--- config.mk ---
export PLATFORM = sky130hd
export DESIGN_NAME = lcbr_scan_seq
export DESIGN_NICKNAME = d
export VERILOG_FILES = /design/src/design/lcbr_pkg.sv /design/src/design/lcbr_scan_seq.sv
export SDC_FILE = /design/constraint.sdc
export NUM_CORES = 1
export LEC_CHECK = 0
export BUFFER_PORTS_ARGS = -buffer_cell sky130_fd_sc_hd__buf_2
export CAP_MARGIN = 40
export CORE_MARGIN = 1
export CORE_UTILIZATION = 46
export CTS_CLUSTER_DIAMETER = 150
export DETAILED_ROUTE_END_ITERATION = 10
export GPL_TIMING_DRIVEN = 1
export PLACE_DENSITY = 0.71
export REMOVE_ABC_BUFFERS = 1
export SYNTH_ARGS = -nofsm -noshare
export SYNTH_HDL_FRONTEND = slang
export SYNTH_SLANG_ARGS = --single-unit
export TNS_END_PERCENT = 1
--- constraint.sdc ---
create_clock -name clk -period 2.05 [get_ports clk]
set_input_delay 0.205 -clock clk [delete_from_list [all_inputs] [get_ports clk]]
set_output_delay 0.205 -clock clk [all_outputs]
set_load 0.05 [all_outputs]
--- src/design/lcbr_pkg.sv ---
// Package for the LED cube refresh core: payload widths, item codes and the
// struct that travels between the scan sequencer and the output stage.
// Depends on nothing; every other design file imports it.
`default_nettype none

package lcbr_pkg;

    localparam int CHAN_W     = 8;              // bits per colour channel
    localparam int COORD_F_W  = 3;              // width of the coordinate fields
    localparam int LAYER_F_W  = 3;              // width of the layer_on field
    localparam int COLOR_W    = 3 * CHAN_W;     // packed red, green, blue

    // Codes of the mode field.
    localparam logic MODE_WRITE = 1'b0;
    localparam logic MODE_TICK  = 1'b1;

    // Read stage status: a voxel word is held in the frame store read register.
    typedef struct packed {
        logic valid;
        logic last;
    } stage_t;

endpackage

`default_nettype wire

--- src/design/lcbr_scan_seq.sv ---
// Scan sequencer: walks one layer's rows and columns, one frame store read per
// cycle barring a stall; tracks the read stage. Depends on lcbr_pkg.
`default_nettype none

module lcbr_scan_seq #(
    parameter int SIDE = 8
) (
    input  wire logic                          clk,
    input  wire logic                          rst_n,
    input  wire logic                          start,
    input  wire logic                          serpentine,
    input  wire logic [$clog2(SIDE)-1:0]       layer,
    input  wire logic                          out_free,
    input  wire logic                          done,
    output logic                               idle,
    output logic                               rd_en,
    output logic [3*$clog2(SIDE)-1:0]          rd_addr,
    output lcbr_pkg::stage_t                   stage
);
    import lcbr_pkg::*;

    localparam int COORD_W = $clog2(SIDE);

    typedef enum logic [1:0] {
        ST_IDLE,
        ST_SCAN,
        ST_WAIT
    } state_t;

    state_t             state_reg, state_next;
    logic [COORD_W-1:0] x_reg, x_next;
    logic [COORD_W-1:0] y_reg, y_next;
    stage_t             stage_reg, stage_next;
    logic [COORD_W-1:0] col;
    logic               at_last;
    logic               issue;

    assign at_last = (x_reg == '0) && (y_reg == '0);
    // A read may only be issued when the held word leaves or nothing is held.
    assign issue   = (state_reg == ST_SCAN) && (!stage_reg.valid || out_free);
    assign col     = (serpentine && y_reg[0]) ? COORD_W'(SIDE - 1) - x_reg : x_reg;

    always_comb
    begin
        state_next = state_reg;
        x_next     = x_reg;
        y_next     = y_reg;
        stage_next = stage_reg;

        if (issue)
        begin
            stage_next.valid = 1'b1;
            stage_next.last  = at_last;
        end
        else if (stage_reg.valid && out_free)
        begin
            stage_next.valid = 1'b0;
        end

        unique case (state_reg)
            ST_IDLE:
            begin
                if (start)
                begin
                    state_next = ST_SCAN;
                    x_next     = COORD_W'(SIDE - 1);
                    y_next     = COORD_W'(SIDE - 1);
                end
            end
            ST_SCAN:
            begin
                if (issue)
                begin
                    if (at_last)
                        state_next = ST_WAIT;
                    else if (x_reg == '0)
                    begin
                        x_next = COORD_W'(SIDE - 1);
                        y_next = y_reg - COORD_W'(1);
                    end
                    else
                        x_next = x_reg - COORD_W'(1);
                end
            end
            ST_WAIT:
            begin
                if (done)
                    state_next = ST_IDLE;
            end
            default:
            begin
                state_next = ST_IDLE;
            end
        endcase
    end

    always_ff @(posedge clk or negedge rst_n)
    begin
        if (!rst_n)
        begin
            state_reg <= ST_IDLE;
            x_reg     <= '0;
            y_reg     <= '0;
            stage_reg <= '0;
        end
        else
        begin
            state_reg <= state_next;
            x_reg     <= x_next;
            y_reg     <= y_next;
            stage_reg <= stage_next;
        end
    end

    assign idle    = (state_reg == ST_IDLE);
    assign rd_en   = issue;
    assign rd_addr = {layer, y_reg, col};
    assign stage   = stage_reg;

    a_no_read_after_last: assert property (@(posedge clk) disable iff (!rst_n)
        (issue && at_last) |=> !issue)
        else $error("read issued past the end of the layer");

    a_done_only_waiting: assert property (@(posedge clk) disable iff (!rst_n)
        done |-> state_reg == ST_WAIT)
        else $error("tick finished while the scan was not waiting");

    a_held_word_kept: assert property (@(posedge clk) disable iff (!rst_n)
        (stage_reg.valid && !out_free) |=> stage_reg.valid && $stable(stage_reg.last))
        else $error("held read word dropped during a stall");

endmodule

`default_nettype wire

; ---- Word level (Yosys, flattened, before mapping)
; Index checks and enable logic that the tools add are counted.
[totals]
n_memories = 0
register_bits = 10
elab_cells = 47
in_bits = 9
romBits = 0
ram_bits = 0
out_inout_bits = 13
latchBits = 0
[classes]
shifts = 0
mux = 17
bitwise = 0
div = 0
n_lt_le_gt_ge = 0
reduce_logical = 14
eq_ne = 8
addsub = 3
multipliers = 0
[op_table]
columns = cell, count
row1 = 3-bit 2-to-1 mux, 8
row2 = "2-bit != test, second input constant", 6
row3 = 3-bit one-hot mux with 2 select lines, 2
row4 = 2-bit 2-to-1 mux, 4
row5 = 4-bit AND reduction, 2
row6 = 3-bit logical NOT, 2
row7 = 2-bit one-hot mux with 3 select lines, 1
row8 = "3-bit by 1-bit subtractor with 3-bit output, second input constant", 2
row9 = 5-bit AND reduction, 1
row10 = 1-bit logical AND, 4
row11 = 2-bit nonzero test, 2
row12 = "3-bit subtractor, first input constant", 1
row13 = "2-bit by 1-bit equality test with 1-bit output, second input constant", 1
row14 = "2-bit equality test, second input constant", 1
row15 = 2-bit logical NOT, 1
row16 = 1-bit 2-to-1 mux, 2
row17 = 1-bit logical NOT, 1
row18 = 1-bit logical OR, 1

; ---- Depth between registers and ports, before layout
; Gate-level depths: netlist of the first run.
[logic_depth]
depth_word = 5
mapped_depth = 6
depth_no_buf = 6

; ---- Worst setup path before layout of the first run
; No wires, ideal clock.
[synth_path]
kind = flip-flop to output port
startpoint = reg y_reg[0]
endpoint = out rd_addr[0]
stages_incl_launch_ff = 3
arrival_time_ps = 1757
path_buffers = 0
required_ps = 1845
path_slack_ps = 88
path_cell_list = dfrtp_1 -> nand2_1 -> xnor2_1
[synth_via]
elab_chain_len = 2
[synth_rtl]
columns = item, line_no
row1 = "start, declared", lcbr_scan_seq.sv:32  ; logic [COORD_W-1:0] y_reg, y_next;
row2 = "start signal, assigned", lcbr_scan_seq.sv:110  ; y_reg <= y_next;
row3 = 1-bit logical AND, lcbr_scan_seq.sv:41  ; assign col = (serpentine && y_reg[0]) ? COORD_W'(SIDE - 1) - x_reg : x_reg;
row4 = 3-bit 2-to-1 mux, lcbr_scan_seq.sv:41
row5 = "end, declared", lcbr_scan_seq.sv:17  ; output logic [3*$clog2(SIDE)-1:0] rd_addr,
; No other way between the ends.

; ---- Final worst setup path of the first run
[layout_path]
startpoint = reg state_reg[1]
endpoint = out rd_en
[layout_via]
elab_chain_len = 2
[layout_rtl]
columns = item, line_no
row1 = "start, declared", lcbr_scan_seq.sv:30  ; state_t state_reg, state_next;
row2 = "start signal, assigned", lcbr_scan_seq.sv:108  ; state_reg <= state_next;
row3 = 2-bit by 1-bit equality test with 1-bit output, lcbr_scan_seq.sv:40  ; assign issue = (state_reg == ST_SCAN) && (!stage_reg.valid || out_free);
row4 = 1-bit logical AND, lcbr_scan_seq.sv:40
row5 = "end, declared", lcbr_scan_seq.sv:16  ; output logic rd_en,
; No other way between the ends.

==> results of run 1 <==
-- final timing paths --
kind	end	slack, ns
max in group asynchronous	state_reg[0]$_DFFE_PN0P_	1.55
min	state_reg[0]$_DFFE_PN0P_	0.17
min reg2reg	stage[0]$_DFFE_PN0P_	0.53
min in group asynchronous	stage[1]$_DFFE_PN0P_	0.31
max	rd_en	0.35
max reg2reg	y_reg[0]$_DFFE_PN0P_	0.42
-- power by group through the flow --
stage,registers [mW],clock network (mW),logic [mW]
4_1_cts,0.342,0.186,0.789
3_5_place_dp,0.346,0,0.785
2_1_floorplan,0.452,0,0.500
5_1_grt,0.353,0.199,0.853
3_3_place_gp,0.346,0,0.762
6_report,0.342,0.183,0.782
-- layer usage --
metal  track usage  part of all wire
met4         0.129             0.026
met1         0.272              0.42
met2         0.358              0.48
met3        0.0694             0.077
met5             0                 0
-- cell usage in the layout (no fill, tap or decap), types with 2 or more instances in the layout --
master    count
buf_2        15
dfrtp_1      10
inv_1         7
nor2_1        5
nand2_1       4
ha_1          4
xnor2_1       3
o31ai_1       3
o21ai_0       3
clkbuf_4      3
nor2b_1       2
nand2b_1      2
nor4_1        2
mux2i_1       2
-- cell type report --
cell class / instances / share of cell area
clock buffers: 4 / 0.0500
inverters: 7 / 0.0362
multi-input cells: 43 / 0.428
flip-flops and latches: 10 / 0.345
well taps: 14 / 0.0241
repair buffers: 16 / 0.117
-- critical path, delay by kind of cell (launching register included) --
| kind | cells | cell delay [ns] |
|---|---|---|
| DFF | 1 | 0.44 |
| buffers and inverters | 1 | 0.30 |
| and+or+nand+nor | 2 | 0.48 |
-- kinds of logic (layout without fill, tap and decap cells) --
| group | after synthesis | in the layout | share of synthesized area |
|---|---|---|---|
| AO/OA/AOI/OAI | 12 | 12 | 0.148 |
| XOR/XNOR | 3 | 3 | 0.0426 |
| adder cells (fa/ha/maj) | 4 | 4 | 0.0811 |
| buffers and inverters | 11 | 27 | 0.0913 |
| flip-flops | 10 | 10 | 0.406 |
| multiplexers | 2 | 2 | 0.0325 |
| AND/OR/NAND/NOR | 22 | 22 | 0.199 |
-- repair_timing --
| item | CTS | global route |
|---|---|---|
| hold buffers | 1 | 0 |
| hold endpoints to repair | 10 | 0 |
| resized for setup | 0 | 0 |
==> out/qor_table.md, run 1 <==
| Metric | Value | Unit |
|:---|:---|:---|
| RSZ-0062 raised after global routing | no | - |
| Worst clock skew on the final layout | 0.00118 | ns |
| Number of placed I/O pins | 22 | - |
| Synthesized area divided by synthesized cell count | 9.64 | um2 |
| Setup slack after placement | 0.457 | ns |
| Leakage power | 0.343 | nW |
| Synth Instances | 64 | - |
| Req. time, crit path | 1.85 | ns |
| Final hold violation count | 0 | - |
| Sequential-to-total area share from yosys stat | 0.406 | - |
| Final design instance area without fill | 726 | um2 |
| Yosys synthesis warning count | 0 | - |
| Vias post-DR | 534 | - |
| Post-route DRC violation count | 0 | - |
| Startpoint type of the worst setup path | flop | - |
| Count of cells along the worst register-to-register path | 6 | - |
| Starting Density | 0.527 | - |
| Number of buffers on the longest clock path | 2 | - |
| Area of the core | 1170 | um2 |
| Net count of the finished layout | 94 | - |
| Max-slew violation count | 0 | - |
| Worst voltage drop across the vdd grid | 0.934 | mV |
| Die boundary height | 38.6 | um |
| Number of fill cells | 110 | - |
| Status | finished, final reports clean | - |
| Insertion delay to the later sink of the worst-skew pair | 0.27 | ns |
| Arrival @ worst endpoint | 1.49 | ns |
| Cell area after synthesis | 617 | um2 |
| Top area cells in the synthesized netlist | dfrtp_1 41%, ha_1 8.1%, buf_4 4.9%, inv_1 4.3%, xnor2_1 4.3% | - |
| Total number of H-tree levels | 1 | - |
| Hold slack final | 0.169 | ns |
| Min-delay worst type | input pin to flop | - |
| Number of synthesized flops with an enable pin | 0 | - |
| Number of port buffers | 15 | - |
| Clock network power share | 0.140 | - |
| Fraction of layout instances using a drive strength above 1 | 0.263 | - |
| Global-route wire length before repair | 2190 | um |
| Final critical-path required period | 1.70 | ns |
| Buffer cell driving the clock tree root | clkbuf_4 | - |
| Final period util | 0.829 | - |
| Number of cells in the finished layout apart from fillers | 94 | - |
| Most repeated cell in the gate-level netlist after synthesis | dfrtp_1 | - |
| Post-CTS clock slew at the launch and capture registers of the worst setup and hold paths | 0.07 | ns |
| Average wire per cell in the routed design | 13.7 | um |
| Comb power frac | 0.598 | - |
| Switching Share | 0.536 | - |
| Number of buffers created by CTS | 3 | - |
| Largest net degree at the start of global routing | 11 | - |
| Flop and latch count out of synthesis | 10 | - |
| P per Cell Area | 1800 | nW/um2 |
| DRT Pass-1 Iters | 4 | - |
| Startpoint of the worst hold path | start | - |
| Relative area change from synthesis to final layout | 17.6 | % |
| Full die area | 1490 | um2 |
| Floorplan row count | 12 | - |
| Chip Width | 38.6 | um |
| Sequential cell fraction of total power | 0.262 | - |
| Delay of the slowest cell on the worst path | 0.44 | ns |
| Reg-to-reg critical path startpoint | x_reg[0]$_DFFE_PN0P_ | - |
| TritonCTS clock tree | built | - |
| Max frequency | 588 | MHz |
| Reported net switching power | 0.700 | mW |
| Max stage delay cell, worst path | dfrtp_1 | - |
| Setup_tns | 0 | ns |
| Number of different library cells in the post-synthesis netlist | 26 | - |
| Maximum fanout encountered on the critical timing path | 8 | - |
| Leading post-synthesis cells by instance count | 10 x dfrtp_1, 7 x inv_1, 5 x nor2_1 | - |
| Residual antenna-violating net count after detailed routing | 0 | - |
| Vias in the first global route | 489 | - |
| Post-synth top area cell | dfrtp_1 | - |
| Antenna violations before repair | 0 | - |
| Sum of internal, switching and leakage power | 1.31 | mW |
| Placement-stage cell area | 679 | um2 |
| Share of the core filled with cells | 0.620 | - |
| Number of buffers added for setup after CTS | 0 | - |
| Number of clock sinks | 10 | - |
| DR vias/cell | 5.68 | - |
| Number of diodes added for antenna fixing | 0 | - |
| Share of the synthesized area in the top cell type | 0.406 | - |
| Detailed placement HPWL | 947 | um |
| Count of cells along the worst hold path | 2 | - |
| Multi-input combinational cell area | 310 | um2 |
| Violation count after the first detailed-route iteration | 13 | - |
| Most used DFF post-synth | dfrtp_1 | - |
| Number of violations of the max-capacitance limit | 0 | - |
| Seq. cell area | 250 | um2 |
| Final wirelength | 1290 | um |
| Crit path capture type | output port | - |
| Slew HR | 0.703 | - |
| Final worst setup slack | 0.350 | ns |
| Total instance count after detailed placement | 89 | - |
| Final global-route overflow total | 0 | - |
| Critical path class | flop to output port | - |
| Actual slew at the worst max-slew pin | 0.445 | ns |
| Final GP Congestion | 0.801 | - |
| Async set-reset flop share out of synthesis | 1.00 | - |
| Internal power consumption | 0.607 | mW |
| Launching element of the worst setup path | state_reg[1]$_DFFE_PN0P_ | - |
| Worst-path cell chain | nand2b_1 -> nor2_1 -> buf_2 | - |
| Global-route total usage across every layer | 0.228 | - |
| Setup Viol. Count Final | 0 | - |
Power figures use the tool's default switching activity.
==> inputs of run 2 (changes only) <==
Settings changed: ABC_AREA set to 1, CORE_UTILIZATION 46 to 47.
Clock period 2.05 ns to 1.6 ns, I/O delays scaled along.
==> run 2 against run 1 <==
Net effect: synthesized area rose by 6.5%; global-route usage fell by 2.8 points; non-clock buffer count did not move; count of clock-buffer cells in the layout did not move; via count rose by 9.6%; worst setup slack got worse by 0.28 ns; clock skew rose by 0.010 ns; sequential cell count did not move; cell count rose by 26%; register-to-register slack got worse by 0.24 ns.
==> out/qor_table.md, run 2 <==
| Metric | Value | Unit | Change |
|:---|:---|:---|:---|
| Status | finished, final reports clean | - | unchanged |
| Actual slew at the worst max-slew pin | 0.253 | ns | was 0.445 ns |
| Cell area after synthesis | 657 | um2 | was 617 um2 |
| Maximum fanout encountered on the critical timing path | 8 | - | unchanged |
| Synthesized area divided by synthesized cell count | 7.64 | um2 | was 9.64 um2 |
| Crit path capture type | output port | - | unchanged |
| Most used DFF post-synth | dfrtp_1 | - | unchanged |
| Max-slew violation count | 0 | - | unchanged |
| Setup Viol. Count Final | 0 | - | unchanged |
| Final global-route overflow total | 0 | - | unchanged |
| Number of diodes added for antenna fixing | 0 | - | unchanged |
| Relative area change from synthesis to final layout | 20.4 | % | was 17.6% |
| Final wirelength | 1370 | um | was 1290 um |
| Starting Density | 0.505 | - | was 0.527 |
| RSZ-0062 raised after global routing | no | - | unchanged |
| Violation count after the first detailed-route iteration | 4 | - | was 13 |
| Met3 layer wire length in the routed design | 65 | um | was 99 um |
| Final hold violation count | 0 | - | unchanged |
| Die boundary height | 39.4 | um | was 38.6 um |
| DR WL met2 | 687 | um | was 615 um |
| Critical path class | flop to output port | - | unchanged |
| Post-synth top area cell | dfrtp_1 | - | unchanged |
| Number of synthesized flops with an enable pin | 0 | - | unchanged |
| Number of clock sinks | 10 | - | unchanged |
| Number of buffers created by CTS | 3 | - | unchanged |
| Req. time, crit path | 1.44 | ns | was 1.85 ns |
| Number of different library cells in the post-synthesis netlist | 19 | - | was 26 |
| Number of port buffers | 15 | - | unchanged |
| Final period util | 0.954 | - |  |
| Flop and latch count out of synthesis | 10 | - | unchanged |
| Total number of H-tree levels | 1 | - | unchanged |
| Startpoint type of the worst setup path | flop | - | unchanged |
| Seq. cell area | 250 | um2 | unchanged |
| TritonCTS clock tree | built | - | unchanged |
| Vias post-DR | 585 | - | was 534 |
| Largest net degree at the start of global routing | 11 | - | unchanged |
| Arrival @ worst endpoint | 1.37 | ns | was 1.49 ns |
| Global-route wire length before repair | 2030 | um | was 2190 um |
| Residual antenna-violating net count after detailed routing | 0 | - | unchanged |
| Chip Width | 39.4 | um | was 38.6 um |
| Most repeated cell in the gate-level netlist after synthesis | nand2_1 | - | was dfrtp_1 |
| Number of buffers added for setup after CTS | 0 | - | unchanged |
| Global-route total usage across every layer | 0.200 | - | was 0.228 |
| Insertion delay to the later sink of the worst-skew pair | 0.27 | ns | about the same |
| Multi-input combinational cell area | 349 | um2 | was 310 um2 |
| Antenna violations before repair | 0 | - | unchanged |
| Fraction of layout instances using a drive strength above 1 | 0.301 | - | was 0.263 |
| Post-route DRC violation count | 0 | - | unchanged |
| Average wire per cell in the routed design | 11.6 | um | was 13.7 um |
| Detailed placement HPWL | 1100 | um | was 947 um |
| Final critical-path required period | 1.53 | ns |  |
| Number of placed I/O pins | 22 | - | unchanged |
| Final GP Congestion | 0.828 | - | was 0.801 |
| Floorplan row count | 13 | - | was 12 |
| Synth Instances | 86 | - | was 64 |
| DRT Pass-1 Iters | 3 | - | was 4 |
| Number of buffers on the longest clock path | 2 | - | unchanged |
| Top area cells in the synthesized netlist | dfrtp_1 38%, nand2_1 15%, ha_1 7.6%, inv_1 5.7%, o21ai_0 4.6% | - | was dfrtp_1 41%, ha_1 8.1%, buf_4 4.9%, inv_1 4.3%, xnor2_1 4.3% |
| Most used cells in the layout excluding fill and tap cells | 25 x nand2_1, 14 x buf_2, 10 x inv_1, 10 x dfrtp_1, 5 x nor2_1 | - | was 15 x buf_2, 10 x dfrtp_1, 7 x inv_1, 5 x nor2_1 |
| Area of the core | 1300 | um2 | was 1170 um2 |
| Placement-stage cell area | 728 | um2 | was 679 um2 |
| Share of the synthesized area in the top cell type | 0.381 | - | was 0.406 |
| Full die area | 1550 | um2 | was 1490 um2 |
| Yosys synthesis warning count | 0 | - | unchanged |
| Worst-path cell chain | inv_2 -> nand2_2 -> nor2_1 -> buf_6 | - | was nand2b_1 -> nor2_1 -> buf_2 |
| Sequential-to-total area share from yosys stat | 0.381 | - | was 0.406 |
| Post-CTS clock slew at the launch and capture registers of the worst setup and hold paths | 0.08 | ns | was 0.07 ns |
| Leading post-synthesis cells by instance count | 27 x nand2_1, 10 x dfrtp_1, 10 x inv_1 | - | was 10 x dfrtp_1, 7 x inv_1, 5 x nor2_1 |
| Wire length on met1 | 602 | um | was 540 um |
| Number of fill cells | 125 | - | was 110 |
| Async set-reset flop share out of synthesis | 1.00 | - | unchanged |
| Max stage delay cell, worst path | dfrtp_1 | - | unchanged |
| Delay of the slowest cell on the worst path | 0.43 | ns | was 0.44 ns |
| Buffer cell driving the clock tree root | clkbuf_4 | - | unchanged |
| Final design instance area without fill | 791 | um2 | was 726 um2 |
| Uppermost routed layer | met4 | - | unchanged |
| Worst clock skew on the final layout | 0.0112 | ns | was 0.00118 ns |
| Number of violations of the max-capacitance limit | 0 | - | unchanged |
| Final worst setup slack | 0.0730 | ns | was 0.350 ns |
| DR vias/cell | 4.96 | - | was 5.68 |
| Min-delay worst type | input pin to flop | - | unchanged |
| Setup slack after placement | 0.0614 | ns | was 0.457 ns |
| Slew HR | 0.833 | - | was 0.703 |
| Most common cell after layout, fill and taps aside | nand2_1 | - | was buf_2 |
| Max frequency | 655 | MHz |  |
| Vias in the first global route | 520 | - | was 489 |
| Net count of the finished layout | 117 | - | was 94 |
[run 2: cell types whose count changed in the layout (fill, tap and decap cells not counted), sizes merged, moves of 2 or more]
cell / before / now
nand2: 4 / 28
inv: 7 / 12
nor2: 5 / 9
o21ai: 3 / 6
o21bai: 0 / 3
xnor2: 3 / 0
xor2: 0 / 3
mux2i: 2 / 0
nand2b: 2 / 0
nand4: 1 / 3
nor2b: 2 / 0
nor4: 2 / 0
o31ai: 3 / 1
[run 2: critical path, delay by kind of cell (launching register included)]
family / cells / cell delay (ns)
buffers and inverters: 2 / 0.35
flip-flops: 1 / 0.43
AND/OR/NAND/NOR: 2 / 0.31
[run 2: layout make-up]
cell class / instances / share of cell area
clock buffer: 4 / 0.0459
inverter: 12 / 0.0570
multi-input combinational: 61 / 0.441
sequential: 10 / 0.316
tap: 15 / 0.0237
timing repair buffer: 16 / 0.116
[run 2: path summary, 6_finish.rpt]
kind | to | slack [ns] | depth (start not counted) | startpoint
max in group asynchronous | y_reg[1]$_DFFE_PN0P_ | 1.13 | 2 | rst_n
hold / removal | state_reg[1]$_DFFE_PN0P_ | 0.05 | 2 | done
hold reg to reg | x_reg[0]$_DFFE_PN0P_ | 0.51 | 2 | x_reg[0]$_DFFE_PN0P_
min in group asynchronous | state_reg[1]$_DFFE_PN0P_ | 0.27 | 2 | rst_n
setup / recovery | rd_en | 0.07 | 4 | state_reg[1]$_DFFE_PN0P_
setup reg to reg | x_reg[2]$_DFFE_PN0P_ | 0.18 | 9 | x_reg[0]$_DFFE_PN0P_
[run 2: timing repair]
action | 4_1_cts | 5_1_grt
setup endpoints to repair | 0 | 4
hold buffers | 1 | 0
hold endpoints to repair | 10 | 0
gates resized for setup | 0 | 9
[run 2: cell families (layout without fill, tap and decap cells)]
kind of cell,count (synthesis),count (layout),synth area share
simple gates,41,41,0.278
buf+inv,15,32,0.103
compound gates,13,13,0.122
flops,10,10,0.381
fa+ha+maj,4,4,0.0762
xor+xnor,3,3,0.0400
[run 2: layer usage]
| layer | global-route usage | up-vias |
|---|---|---|
| met3 | 0.0852 | 2 |
| met5 | 0 | - |
| met2 | 0.354 | 10 |
| met4 | 0.0517 | 0 |
| li1 | - | 307 |
| met1 | 0.216 | 266 |
[run 2: metrics by stage]
| stage | util | instances | hold slack [ns] | TNS, ns |
|---|---|---|---|---|
| 4_1_cts | 0.595 | 118 | 0.0386 | 0 |
| 2_1_floorplan | - | 83 | -0.136 | -1.73 |
| 3_5_place_dp | 0.560 | 113 | 0.0363 | 0 |
| 5_1_grt | 0.608 | 118 | 0.0467 | 0 |
| 6_report | 0.608 | 118 | 0.0466 | 0 |
| 3_3_place_gp | 0.560 | 113 | 0.0341 | 0 |
Power of run 2 is left out: the tool's default activity adds up to more than one toggle a clock period on the data nets, which glitch-free logic cannot reach.
