[src/design/lcbr_pkg.sv]
// Package for the LED cube refresh core: payload widths, item codes and the
// struct that travels between the scan sequencer and the output stage.
// Depends on nothing; every other design file imports it.
`default_nettype none

package lcbr_pkg;

    localparam int CHAN_W     = 8;              // bits per colour channel
    localparam int COORD_F_W  = 3;              // width of the coordinate fields
    localparam int LAYER_F_W  = 3;              // width of the layer_on field
    localparam int COLOR_W    = 3 * CHAN_W;     // packed red, green, blue

    // Codes of the mode field.
    localparam logic MODE_WRITE = 1'b0;
    localparam logic MODE_TICK  = 1'b1;

    // Read stage status: a voxel word is held in the frame store read register.
    typedef struct packed {
        logic valid;
        logic last;
    } stage_t;

endpackage

`default_nettype wire

[src/design/lcbr_bcm_ctrl.sv]
// Layer and bit-angle modulation counters, stepped once per finished refresh tick.
// Depends on lcbr_pkg.
`default_nettype none

module lcbr_bcm_ctrl #(
    parameter int SIDE       = 8,
    parameter int COLOR_BITS = 8
) (
    input  wire logic                              clk,
    input  wire logic                              rst_n,
    input  wire logic                              advance,
    output logic [$clog2(SIDE)-1:0]                layer,
    output logic [$clog2(COLOR_BITS+1)-1:0]        bit_position
);
    import lcbr_pkg::*;

    localparam int LAYER_W = $clog2(SIDE);
    localparam int BP_W    = $clog2(COLOR_BITS + 1);
    localparam int TICK_W  = COLOR_BITS;
    localparam int STEP_W  = COLOR_BITS + 1;

    logic [LAYER_W-1:0] layer_reg, layer_next;
    logic [TICK_W-1:0]  tick_reg, tick_next, tick_inc;
    logic [STEP_W-1:0]  step_reg, step_next;
    logic [BP_W-1:0]    bp_reg, bp_next;
    logic [BP_W-1:0]    bp_stepped;
    logic [STEP_W-1:0]  step_stepped;
    logic               hit;

    always_comb
    begin
        layer_next = layer_reg;
        tick_next  = tick_reg;
        step_next  = step_reg;
        bp_next    = bp_reg;

        tick_inc     = tick_reg + TICK_W'(1);
        hit          = (STEP_W'(tick_inc) == step_reg);
        bp_stepped   = hit ? bp_reg + BP_W'(1) : bp_reg;
        step_stepped = hit ? {step_reg[STEP_W-2:0], 1'b0} : step_reg;

        if (advance)
        begin
            layer_next = (layer_reg == LAYER_W'(SIDE - 1)) ? '0 : layer_reg + LAYER_W'(1);
            if (bp_stepped >= BP_W'(COLOR_BITS))
            begin
                // Full modulation period done: start over at the lowest bit.
                tick_next = '0;
                step_next = STEP_W'(1);
                bp_next   = '0;
            end
            else
            begin
                tick_next = tick_inc;
                step_next = step_stepped;
                bp_next   = bp_stepped;
            end
        end
    end

    always_ff @(posedge clk or negedge rst_n)
    begin
        if (!rst_n)
        begin
            layer_reg <= '0;
            tick_reg  <= '0;
            step_reg  <= STEP_W'(1);
            bp_reg    <= '0;
        end
        else
        begin
            layer_reg <= layer_next;
            tick_reg  <= tick_next;
            step_reg  <= step_next;
            bp_reg    <= bp_next;
        end
    end

    assign layer        = layer_reg;
    assign bit_position = bp_reg;

    a_step_onehot: assert property (@(posedge clk) disable iff (!rst_n)
        $onehot(step_reg))
        else $error("step threshold is not a power of two");

    a_bp_in_range: assert property (@(posedge clk) disable iff (!rst_n)
        bp_reg < BP_W'(COLOR_BITS))
        else $error("bit position out of range");

    a_tick_below_step: assert property (@(posedge clk) disable iff (!rst_n)
        STEP_W'(tick_reg) < step_reg)
        else $error("tick count passed the step threshold");

endmodule

`default_nettype wire

[config.mk]
export PLATFORM = sky130hd
export DESIGN_NAME = lcbr_bcm_ctrl
export DESIGN_NICKNAME = d
export VERILOG_FILES = /design/src/design/lcbr_pkg.sv /design/src/design/lcbr_bcm_ctrl.sv
export SDC_FILE = /design/constraint.sdc
export NUM_CORES = 1
export LEC_CHECK = 0
export BUFFER_PORTS_ARGS = -buffer_cell sky130_fd_sc_hd__buf_4
export CAP_MARGIN = 20
export CELL_PAD_IN_SITES_DETAIL_PLACEMENT = 1
export CELL_PAD_IN_SITES_GLOBAL_PLACEMENT = 2
export CORE_ASPECT_RATIO = 0.6
export CORE_MARGIN = 4
export CORE_UTILIZATION = 39
export DETAILED_ROUTE_END_ITERATION = 6
export GPL_ROUTABILITY_DRIVEN = 1
export PLACE_DENSITY_LB_ADDON = 0.1
export SLEW_MARGIN = 20
export SYNTH_ARGS = -nofsm -noshare
export SYNTH_HDL_FRONTEND = slang
export SYNTH_SLANG_ARGS = --single-unit
export TNS_END_PERCENT = 50
[constraint.sdc]
create_clock -name clk -period 3.05 [get_ports clk]
set_clock_uncertainty 0.15 [all_clocks]
set_input_delay 0.305 -clock clk [delete_from_list [all_inputs] [get_ports clk]]
set_output_delay 0.305 -clock clk [all_outputs]
set_load 0.03 [all_outputs]
======== Word-level counts from Yosys, hierarchy flattened ========
Cells that the tools add are included.
Widths: inputs -> output; s select.
storage, ports and cells
  flip-flop bits (word level) ............. 24
  bits of input ports ..................... 3
  output and inout port bits .............. 7
  logic and storage cells ................. 18
operators by class
  $add $sub $neg .......................... 3
  $lt $le $gt $ge ......................... 1
  equality and inequality tests ........... 2
  mux-type cells .......................... 6
  reduce and logical (&&, ||, !) cells .... 2
operator list
  operator             number
  $mux 9               2
  $eq 8x9->1           1
  $add 8x1->8 const B  1
  $mux 4               2
  $mux 8               1
  $add 4x1->4 const B  1
  $ge 4x4->1 const B   1
  $add 3x1->3 const B  1
  $eq 3x3->1 const B   1
  $mux 3               1
  $reduce_and 2->1     1
  $reduce_bool 2->1    1

======== Depth between registers and ports, before layout ========
Gate-level depths: netlist of the first run.
  depth in word-level cells ............... 6
  depth in mapped cells ................... 9
  mapped depth without buffers ............ 8

======== Worst setup path after synthesis of the first run ========
Ideal clock, no wire load.
  kind .................................... register to register
  start point ............................. register tick_reg[1]
  end point ............................... register tick_reg[0]
  setup time .............................. 0.125 ns
  arrival ................................. 2.513 ns
  required time ........................... 2.775 ns
  path slack .............................. 0.262 ns
  cell stages (with the launch flop) ...... 9
  buffers on the path ..................... 0
  clock period less this slack ............ 2.788 ns
  path through ............................ dfrtp_1 > ha_1 > xor2_1 > a2111oi_0 > o21ai_0 > or3_4 > nor4_4 > nor3_4 > mux2_2
on the way
  longest elaborated chain between the ends .. 5
ends and longest elaborated chain
  item                    RTL line             text
  from (decl)             lcbr_bcm_ctrl.sv:23  logic [TICK_W-1:0] tick_reg, tick_next, tick_inc;
  from (signal assigned)  lcbr_bcm_ctrl.sv:73  tick_reg <= tick_next;
  $add 8x1->8             lcbr_bcm_ctrl.sv:37  tick_inc = tick_reg + TICK_W'(1);
  $eq 8x9->1              lcbr_bcm_ctrl.sv:38  hit = (STEP_W'(tick_inc) == step_reg);
  $mux 4                  lcbr_bcm_ctrl.sv:39  bp_stepped = hit ? bp_reg + BP_W'(1) : bp_reg;
  $ge 4x4->1              lcbr_bcm_ctrl.sv:45  if (bp_stepped >= BP_W'(COLOR_BITS))
  $mux 8                  lcbr_bcm_ctrl.sv:45
No other way between the ends.
A chain may end at the register's enable or synchronous reset.

======== Final worst setup path of the first run ========
  start point ............................. register tick_reg[0]
  end point ............................... register tick_reg[0]
on the way
  longest elaborated chain between the ends .. 5
ends and longest elaborated chain
  item             RTL line
  $add 8x1->8 (*)  lcbr_bcm_ctrl.sv:37
  $eq 8x9->1       lcbr_bcm_ctrl.sv:38
  $mux 4           lcbr_bcm_ctrl.sv:39
  $ge 4x4->1       lcbr_bcm_ctrl.sv:45
  $mux 8 (*)       lcbr_bcm_ctrl.sv:45
Every way passes the cells marked *; elsewhere a longest branch is shown, timed or not.

==> impl_metrics.json, run 1 <==
{
  "cts_tree": "yes",
  "path_cells": "ha_4, xor2_1, a2111oi_1, o21ai_1, or3_4, nor4_4, buf_6, nor3_4, mux2_2",
  "area_delta_synth_final_pct": 15.9,
  "wire_per_inst_um": 18.8,
  "syn_nets": 151,
  "synth.cell_area_um2": 1490,
  "p_leak_nw": 0.784,
  "final_nets": 166,
  "synth_top_family_by_area": "compound AO/OA/AOI/OAI gates",
  "vias": 1246,
  "htreeDepth": 1,
  "antenna_found_initial": 0,
  "grt_pass1_wl_um": 6770,
  "largest_register_ffs": 9,
  "powerDensity_nw_per_um2": 626,
  "drtPass1Iterations": 4,
  "ys_seq_elements": 24,
  "rows": 17,
  "grt-ovfl-total": 0,
  "slew_headroom_pct": 54.6,
  "fin_crit_sh_pct": 94.0,
  "required_ps": 3060,
  "finalNonFillerCells": 205,
  "whs_ps": 215,
  "synth-simple-area-share_pct": 20.7,
  "max_cap_viol_count": 0,
  "fp.dieW_um": 87.9,
  "worst_pin_slew_ps": 663,
  "die_y_um": 55.9,
  "slowest_stage": "dfrtp_1",
  "grt.total_usage_pct": 17.4,
  "die_area_um2": 4920,
  "startpoint_type": "flip-flop",
  "synth_top_area_cell": "dfrtp_1",
  "drc_errors": 0,
  "placed_cells": 200,
  "synthAdderAreaFrac_pct": 3.35,
  "drv_slew": 0,
  "port_buffers": 9,
  "hold_class": "in -> reg",
  "irDropWorstVdd_mv": 0.376,
  "globalplace.congestion": 0.785,
  "postCtsSetupBuffers": 0,
  "synthCells": 144,
  "crit_type": "reg -> reg",
  "cts_max_path_buffers": 2,
  "numCtsBuffers": 3,
  "synth_cell_type_count": 51,
  "arrival_ps": 2880,
  "routed_wirelength_um": 3850,
  "core_um2": 3680,
  "ys.flop_type": "dfrtp_1",
  "clk_pin_slew_ps": 90,
  "grt_max_degree": 25,
  "dpl.hpwl_um": 2810,
  "synthTopCellsByArea": "dfrtp_1, a22o_1, mux2_2",
  "critPathCaptureType": "flip-flop",
  "cp_slowest_stage_delay_ps": 450,
  "io_pins": 10,
  "drt_iter0_markers": 68,
  "synth_edf_count": 0,
  "synthXorXnorAreaFrac_pct": 4.10,
  "start_util_pct": 40.6,
  "rsz0062_at_grt": "no",
  "syn_area_per_cell_um2": 10.4,
  "cts-root-buf": "clkbuf_8",
  "detail-route-antenna-nets": 0,
  "min_period_ps": 2870,
  "status": "finished clean",
  "synth_compound_area_share_pct": 22.3,
  "max_clock_freq_mhz": 349,
  "yosysSeqAreaShare_pct": 40.3,
  "finalSetupTns_ps": 0,
  "yosysTopAreaCellShare_pct": 38.5,
  "insertion_delay_ps": 270,
  "cp_max_fo": 8,
  "final_cell_mix": "dfrtp_1, buf_4, a22o_1, nor2_1, o31ai_1",
  "final_common_cell": "dfrtp_1",
  "synthMuxAreaShare_pct": 5.44,
  "power_mw": 1.08,
  "drive_above_1_share_pct": 25.3,
  "final_util_pct": 47.1,
  "clock_sinks": 24,
  "antenna_cells": 0,
  "ys_warn_count": 0,
  "via_per_inst": 6.08,
  "hold_viol_final": 0,
  "grt_pass1_vias": 1315,
  "setup_viol": 0,
  "async_flop_share_pct": 100
}
## per-layer routing
metal | share of wire, % | up-vias | track usage, % | routed length (µm)
li1 | - | 577 | - | -
met1 | 51 | 647 | 26.1 | 1950
met2 | 45 | 17 | 25.6 | 1730
met3 | 3.6 | 5 | 3.99 | 138
met4 | 0.68 | 0 | 3.06 | 26
met5 | 0 | - | 0 | 0
## worst paths after layout
| check | from | to | slack (ps) | depth (start not counted) |
|---|---|---|---|---|
| max | tick_reg[0]$_DFFE_PN0P_ | tick_reg[0]$_DFFE_PN0P_ | 180 | 9 |
| min | advance | bit_position[3]$_DFFE_PN0P_ | 210 | 2 |
| max reg2reg | tick_reg[0]$_DFFE_PN0P_ | tick_reg[0]$_DFFE_PN0P_ | 180 | 9 |
| min reg2reg | step_reg[8]$_DFFE_PN0P_ | step_reg[8]$_DFFE_PN0P_ | 370 | 1 |
| max in group asynchronous | rst_n | step_reg[0]$_DFFE_PN1P_ | 2130 | 2 |
| min in group asynchronous | rst_n | bit_position[0]$_DFFE_PN0P_ | 330 | 2 |
## metrics by stage
| stage | worst slack, ps | area, µm² |
|---|---|---|
| CTS | 25.7 | 1710 |
| global route | 49.4 | 1730 |
| finish | 183 | 1730 |
| floorplan | 262 | 1490 |
| detailed placement | -56.3 | 1640 |
| global placement | -46.5 | 1640 |
## area by class of cell
cell class              instances  area (µm²)
clock buffers                   4        55.1
fillers                       433        1950
inverters                       6        22.5
multi-input cells             107         860
flip-flops and latches         24         602
well taps                      47        58.8
repair buffers                 17         134
## synth_stat cells, types with 4 or more instances
cell type / count
dfrtp_1: 23
a22o_1: 14
nor2_1: 9
o31ai_1: 7
inv_1: 6
nand2_1: 6
mux2_2: 5
ha_1: 4
nand3_1: 4
nor2b_1: 4
nor3_1: 4
xor2_1: 4
## where the power goes
group / total, mW / switching, mW / internal [mW]
sequential: 0.453 / 0.0817 / 0.372
combinational: 0.408 / 0.211 / 0.197
clock: 0.223 / 0.108 / 0.115
## worst max-delay path, delay by kind of cell (launching register included)
kind / cells / cell delay [ps]
adders and majority gates: 1 / 280
AOI/OAI and AO/OA: 2 / 540
buffers and inverters: 1 / 180
xor gates and xnor gates: 1 / 140
DFF: 1 / 450
and+or+nand+nor: 3 / 730
muxes: 1 / 290
## logic make-up (layout without fill, tap and decap cells)
| family | after synthesis | in the layout |
|---|---|---|
| simple gates | 47 | 47 |
| compound gates | 42 | 42 |
| flops | 24 | 24 |
| buf+inv | 13 | 27 |
| xor+xnor | 7 | 7 |
| mux | 7 | 7 |
| fa+ha+maj | 4 | 4 |
## timing repair
item | in CTS | in global routing
pin swaps | 0 | 1
setup endpoints to repair | 7 | 8
hold endpoints to repair | 23 | 0
hold buffers | 1 | 0
resized for setup | 2 | 4
Note: power is estimated with default switching activity, not from simulation.
==> run 2: changes to the inputs <==
--- a/config.mk
+++ b/config.mk
@@ -6,7 +6,6 @@
 export NUM_CORES = 1
 export LEC_CHECK = 0
 export BUFFER_PORTS_ARGS = -buffer_cell sky130_fd_sc_hd__buf_4
-export CAP_MARGIN = 20
 export CELL_PAD_IN_SITES_DETAIL_PLACEMENT = 1
 export CELL_PAD_IN_SITES_GLOBAL_PLACEMENT = 2
 export CORE_ASPECT_RATIO = 0.6
==> constraint.sdc (replaced) <==
create_clock -name clk -period 3 [get_ports clk]
set_clock_uncertainty 0.15 [all_clocks]
set_input_delay 0.3 -clock clk [delete_from_list [all_inputs] [get_ports clk]]
set_output_delay 0.3 -clock clk [all_outputs]
set_load 0.03 [all_outputs]
==> run 2 against run 1 <==
Against the previous run:
- largest cell class unchanged
- clock power is 30% higher
- worst hold slack worse by 16 ps
- sequential share of layout area is 0.54 points higher
- largest power group unchanged
- critical path type unchanged
- highest routed layer unchanged
- power is 3.1% higher
- flip-flop and latch count stayed put
- non-clock buffer count is 3 lower
- core utilization is 0.71 points lower
- die area stayed put
==> impl_metrics.json, run 2 (synthesis results as in run 1) <==
{
  "status": "finished clean",
  "drtPass1Iterations": 4,
  "fp.dieW_um": 87.9,
  "area_delta_synth_final_pct": 14.2,
  "clk_pin_slew_ps": 90,
  "irDropWorstVdd_mv": 0.251,
  "drive_above_1_share_pct": 23.2,
  "antenna_cells": 0,
  "placed_cells": 197,
  "die_area_um2": 4920,
  "worst_pin_slew_ps": 548,
  "globalplace.congestion": 0.761,
  "insertion_delay_ps": 270,
  "max_clock_freq_mhz": 347,
  "via_per_inst": 5.87,
  "fin_crit_sh_pct": 96.2,
  "setup_viol": 0,
  "final_common_cell": "dfrtp_1",
  "grt_pass1_wl_um": 6110,
  "io_pins": 10,
  "p_seq_share_pct": 41.5,
  "wire_per_inst_um": 18.1,
  "antenna_found_initial": 0,
  "grt-ovfl-total": 0,
  "cts_max_path_buffers": 2,
  "grt_pass1_vias": 1200,
  "clock_sinks": 24,
  "min_period_ps": 2890,
  "max_cap_viol_count": 0,
  "cts_tree": "yes",
  "placed_area_um2": 1620,
  "routed_wirelength_um": 3660,
  "internal-power_uw": 728,
  "hold_viol_final": 0,
  "critPathCaptureType": "flip-flop",
  "postLayoutCellArea_um2": 1710,
  "numCtsBuffers": 3,
  "htreeDepth": 1,
  "final_cell_mix": "dfrtp_1, a22o_1, buf_4, nor2_1, o31ai_1",
  "largest_register_ffs": 9,
  "powerDensity_nw_per_um2": 656,
  "cp_max_fo": 8,
  "die_y_um": 55.9,
  "grt.total_usage_pct": 16.1,
  "fillers": 435,
  "finalNonFillerCells": 202,
  "required_ps": 3010,
  "clkPwrFrac_pct": 25.9,
  "switching_power_uw": 390,
  "arrival_ps": 2900,
  "drt_iter0_markers": 19,
  "postCtsSetupBuffers": 0,
  "drv_slew": 0,
  "rows": 17,
  "port_buffers": 9,
  "p_leak_nw": 0.777,
  "power_mw": 1.12,
  "startpoint_type": "flip-flop",
  "cts-root-buf": "clkbuf_8",
  "hold_class": "in -> reg",
  "detail-route-antenna-nets": 0,
  "dpl.hpwl_um": 2680,
  "power_frac_comb_pct": 32.6,
  "finalSetupTns_ps": 0,
  "grt_max_degree": 25,
  "final_nets": 163,
  "vias": 1185,
  "slew_headroom_pct": 63.2,
  "rsz0062_at_grt": "no",
  "drc_errors": 0,
  "core_um2": 3680,
  "crit_type": "reg -> reg",
  "swShare_pct": 34.9,
  "start_util_pct": 40.6
}
[run 2: final timing paths]
check                                              from                          end  slack [ps]  cells past startpoint
worst max-delay path            tick_reg[0]$_DFFE_PN0P_      tick_reg[0]$_DFFE_PN0P_         110                      9
worst min-delay path                            advance  bit_position[3]$_DFFE_PN0P_         200                      2
worst max register to register  tick_reg[0]$_DFFE_PN0P_      tick_reg[0]$_DFFE_PN0P_         110                      9
worst min register to register  step_reg[8]$_DFFE_PN0P_      step_reg[8]$_DFFE_PN0P_         370                      1
max in group asynchronous                         rst_n      step_reg[0]$_DFFE_PN1P_        2090                      2
min in group asynchronous                         rst_n  bit_position[0]$_DFFE_PN0P_         310                      2
[run 2: repair_timing]
action	in CTS	in global routing
setup endpoints to repair	0	16
hold endpoints to repair	23	0
resized for setup	0	3
hold buffers	1	0
[run 2: worst max-delay path: stages, from the launching register on]
cell,delay (ps)
dfrtp_1,390
ha_1,320
xor2_1,140
a2111oi_0,370
o21ai_0,220
or3_4,420
nor4_4,210
buf_4,210
nor3_4,80
mux2_2,270
[run 2: routing by layer]
metal	GRT usage, %	share of wire, %	vias up
met5	0	0	-
met4	2.63	0.33	0
met3	4.14	1.9	2
met2	23.9	45	9
met1	23.9	53	596
li1	-	-	578
[run 2: power groups by stage]
stage | logic, mW | registers, mW | clock network, mW
after floorplan | 0.246 | 0.478 | 0
after global placement | 0.355 | 0.467 | 0
after detailed placement | 0.362 | 0.473 | 0
after CTS | 0.364 | 0.467 | 0.295
after global routing | 0.402 | 0.478 | 0.311
final | 0.364 | 0.464 | 0.290
[run 2: cell type report]
| cell class | count | area, µm² | area share, % |
|---|---|---|---|
| clock buffers | 3 | 41.3 | 2.42 |
| clock inverters | 1 | 30.0 | 1.76 |
| inverters | 6 | 22.5 | 1.32 |
| multi-input cells | 107 | 843 | 49.4 |
| well taps | 47 | 58.8 | 3.45 |
| flip-flops and latches | 24 | 602 | 35.3 |
| repair buffers | 14 | 108 | 6.31 |
[run 2: per-stage QoR]
stage / worst slack (ps) / hold WS [ps] / utilization [%]
after floorplan: 212 / -146 / -
after global placement: 248 / 69.2 / 43.9
after detailed placement: 165 / 71.5 / 43.9
after CTS: 124 / 199 / 46.1
after global routing: 15.3 / 209 / 46.3
final: 115 / 199 / 46.3
==> run 3: changes to the inputs <==
--- a/config.mk
+++ b/config.mk
@@ -13,9 +13,10 @@
 export CORE_UTILIZATION = 39
 export DETAILED_ROUTE_END_ITERATION = 6
 export GPL_ROUTABILITY_DRIVEN = 1
+export MAX_ROUTING_LAYER = met4
 export PLACE_DENSITY_LB_ADDON = 0.1
 export SLEW_MARGIN = 20
 export SYNTH_ARGS = -nofsm -noshare
 export SYNTH_HDL_FRONTEND = slang
 export SYNTH_SLANG_ARGS = --single-unit
-export TNS_END_PERCENT = 50
+export TNS_END_PERCENT = 100
==> run 3 against run 2 <==
Against the previous run:
- clock power about the same
- core utilization did not move
- global-route usage is 0.42 points higher
- sequential power barely moved
- setup slack gained 28 ps
- routed wire length is 0.74% lower
- via count is 0.17% lower
- non-clock buffer count is the same
- power is essentially flat
- register-to-register slack improved by 30 ps
- combinational power about the same
- critical path type unchanged
- largest power group unchanged
- highest routed layer unchanged
==> impl_metrics.json, run 3 (synthesis results as in run 1) <==
{
  "grt_pass1_wl_um": 6110,
  "hold_class": "in -> reg",
  "final_common_cell": "dfrtp_1",
  "grt.total_usage_pct": 16.6,
  "finalSetupTns_ps": 0,
  "antenna_found_initial": 0,
  "worstHoldPathCells": 2,
  "postLayoutCellArea_um2": 1710,
  "via_per_inst": 5.86,
  "drtPass1Iterations": 4,
  "critPathCaptureType": "flip-flop",
  "drt_iter0_markers": 34,
  "clk_pin_slew_ps": 90,
  "grt_max_degree": 25,
  "crit_start": "tick_reg[0]$_DFFE_PN0P_",
  "internal-power_uw": 728,
  "startpoint_type": "flip-flop",
  "worst_pin_slew_ps": 548,
  "core_um2": 3680,
  "rsz0062_at_grt": "no",
  "die_y_um": 55.9,
  "drive_above_1_share_pct": 23.2,
  "min_period_ps": 2860,
  "rows": 17,
  "swShare_pct": 34.9,
  "hold_viol_final": 0,
  "power_frac_comb_pct": 32.6,
  "fp.dieW_um": 87.9,
  "setup_viol": 0,
  "min_from": "advance",
  "r2r_start": "tick_reg[0]$_DFFE_PN0P_",
  "final_cell_mix": "dfrtp_1, a22o_1, buf_4, nor2_1, o31ai_1",
  "grt-ovfl-total": 0,
  "dpl.hpwl_um": 2680,
  "die_area_um2": 4920,
  "setup.worst_path.end": "tick_reg[0]$_DFFE_PN0P_",
  "detail-route-antenna-nets": 0,
  "cts-root-buf": "clkbuf_8",
  "grt_pass1_vias": 1197,
  "routed_wirelength_um": 3630,
  "area_delta_synth_final_pct": 14.2,
  "slew_headroom_pct": 63.2,
  "required_ps": 3010,
  "insertion_delay_ps": 270,
  "drv_slew": 0,
  "irDropWorstVdd_mv": 0.251,
  "max_cap_viol_count": 0,
  "cts_max_path_buffers": 2,
  "setup_ws_ps": 143,
  "p_seq_share_pct": 41.5,
  "pre_cts_ws_ps": 165,
  "fin_crit_sh_pct": 95.2,
  "globalplace.congestion": 0.771,
  "final_nets": 163,
  "vias": 1183,
  "arrival_ps": 2870,
  "rrSetupSlack_ps": 140,
  "antenna_cells": 0,
  "drc_errors": 0,
  "crit_type": "reg -> reg",
  "r2r_end": "tick_reg[0]$_DFFE_PN0P_",
  "cp_max_fo": 8,
  "wire_per_inst_um": 18.0,
  "io_pins": 10,
  "status": "finished clean",
  "htreeDepth": 1,
  "cts_tree": "yes",
  "placed_area_um2": 1620,
  "max_clock_freq_mhz": 350,
  "power_mw": 1.12,
  "r2r_cells": 9,
  "largest_register_ffs": 9,
  "start_util_pct": 40.6,
  "port_buffers": 9,
  "clkPwrFrac_pct": 25.9,
  "numCtsBuffers": 3,
  "clock_sinks": 24,
  "powerDensity_nw_per_um2": 656,
  "fillers": 435,
  "p_leak_nw": 0.777,
  "switching_power_uw": 391
}
## run 3: area by class of cell
| class | instances | area (µm²) | area share (%) |
|---|---|---|---|
| clock buffer | 3 | 41.3 | 2.42 |
| clock inverter | 1 | 30.0 | 1.76 |
| inverter | 6 | 22.5 | 1.32 |
| multi-input combinational | 107 | 843 | 49.4 |
| sequential | 24 | 602 | 35.3 |
| tap | 47 | 58.8 | 3.45 |
| timing repair buffer | 14 | 108 | 6.31 |
## run 3: repair_timing
action                                  CTS  global route
buffers inserted                          0             0
endpoints found under the hold margin    23             0
hold buffers                              1             0
endpoints found under the setup margin    0            16
resized for setup                         0             3
## run 3: routing by layer
| metal | part of all wire (%) | wire length [µm] | GRT usage, % | up-vias |
|---|---|---|---|---|
| met5 | 0 | 0 | - | - |
| met4 | 0.58 | 21 | 2.63 | 0 |
| met3 | 1.8 | 66 | 3.99 | 5 |
| met2 | 45 | 1630 | 24.0 | 8 |
| met1 | 53 | 1910 | 23.8 | 593 |
| li1 | - | - | - | 577 |
## run 3: metrics by stage
step / instances / hold WS, ps / util (%)
3_5_place_dp: 197 / 71.5 / 43.9
5_1_grt: 202 / 209 / 46.3
2_1_floorplan: 144 / -146 / -
3_3_place_gp: 197 / 69.2 / 43.9
6_report: 202 / 197 / 46.3
4_1_cts: 202 / 199 / 46.1
## run 3: how the worst min path moves through the flow
stage / to / slack (ps)
final: bit_position[3]$_DFFE_PN0P_ / 200
after global routing: bit_position[3]$_DFFE_PN0P_ / 210
after CTS: bit_position[3]$_DFFE_PN0P_ / 200
after detailed placement: bit_position[0]$_DFFE_PN0P_ / 70
after global placement: bit_position[2]$_DFFE_PN0P_ / 70
after floorplan: bit_position[0]$_DFFE_PN0P_ / -150
## run 3: power groups by stage
stage	Sequential [mW]	Clock [mW]	Combinational (mW)
global placement	0.467	0	0.355
finish	0.464	0.290	0.365
floorplan	0.478	0	0.246
CTS	0.467	0.295	0.364
detailed placement	0.473	0	0.362
global route	0.478	0.311	0.402
## run 3: critical path, stage by stage (launching register included)
cell	delay (ps)
dfrtp_1	390
ha_1	320
xor2_1	140
a2111oi_0	350
o21ai_0	210
or3_4	410
nor4_4	210
buf_4	210
nor3_4	80
mux2_2	270
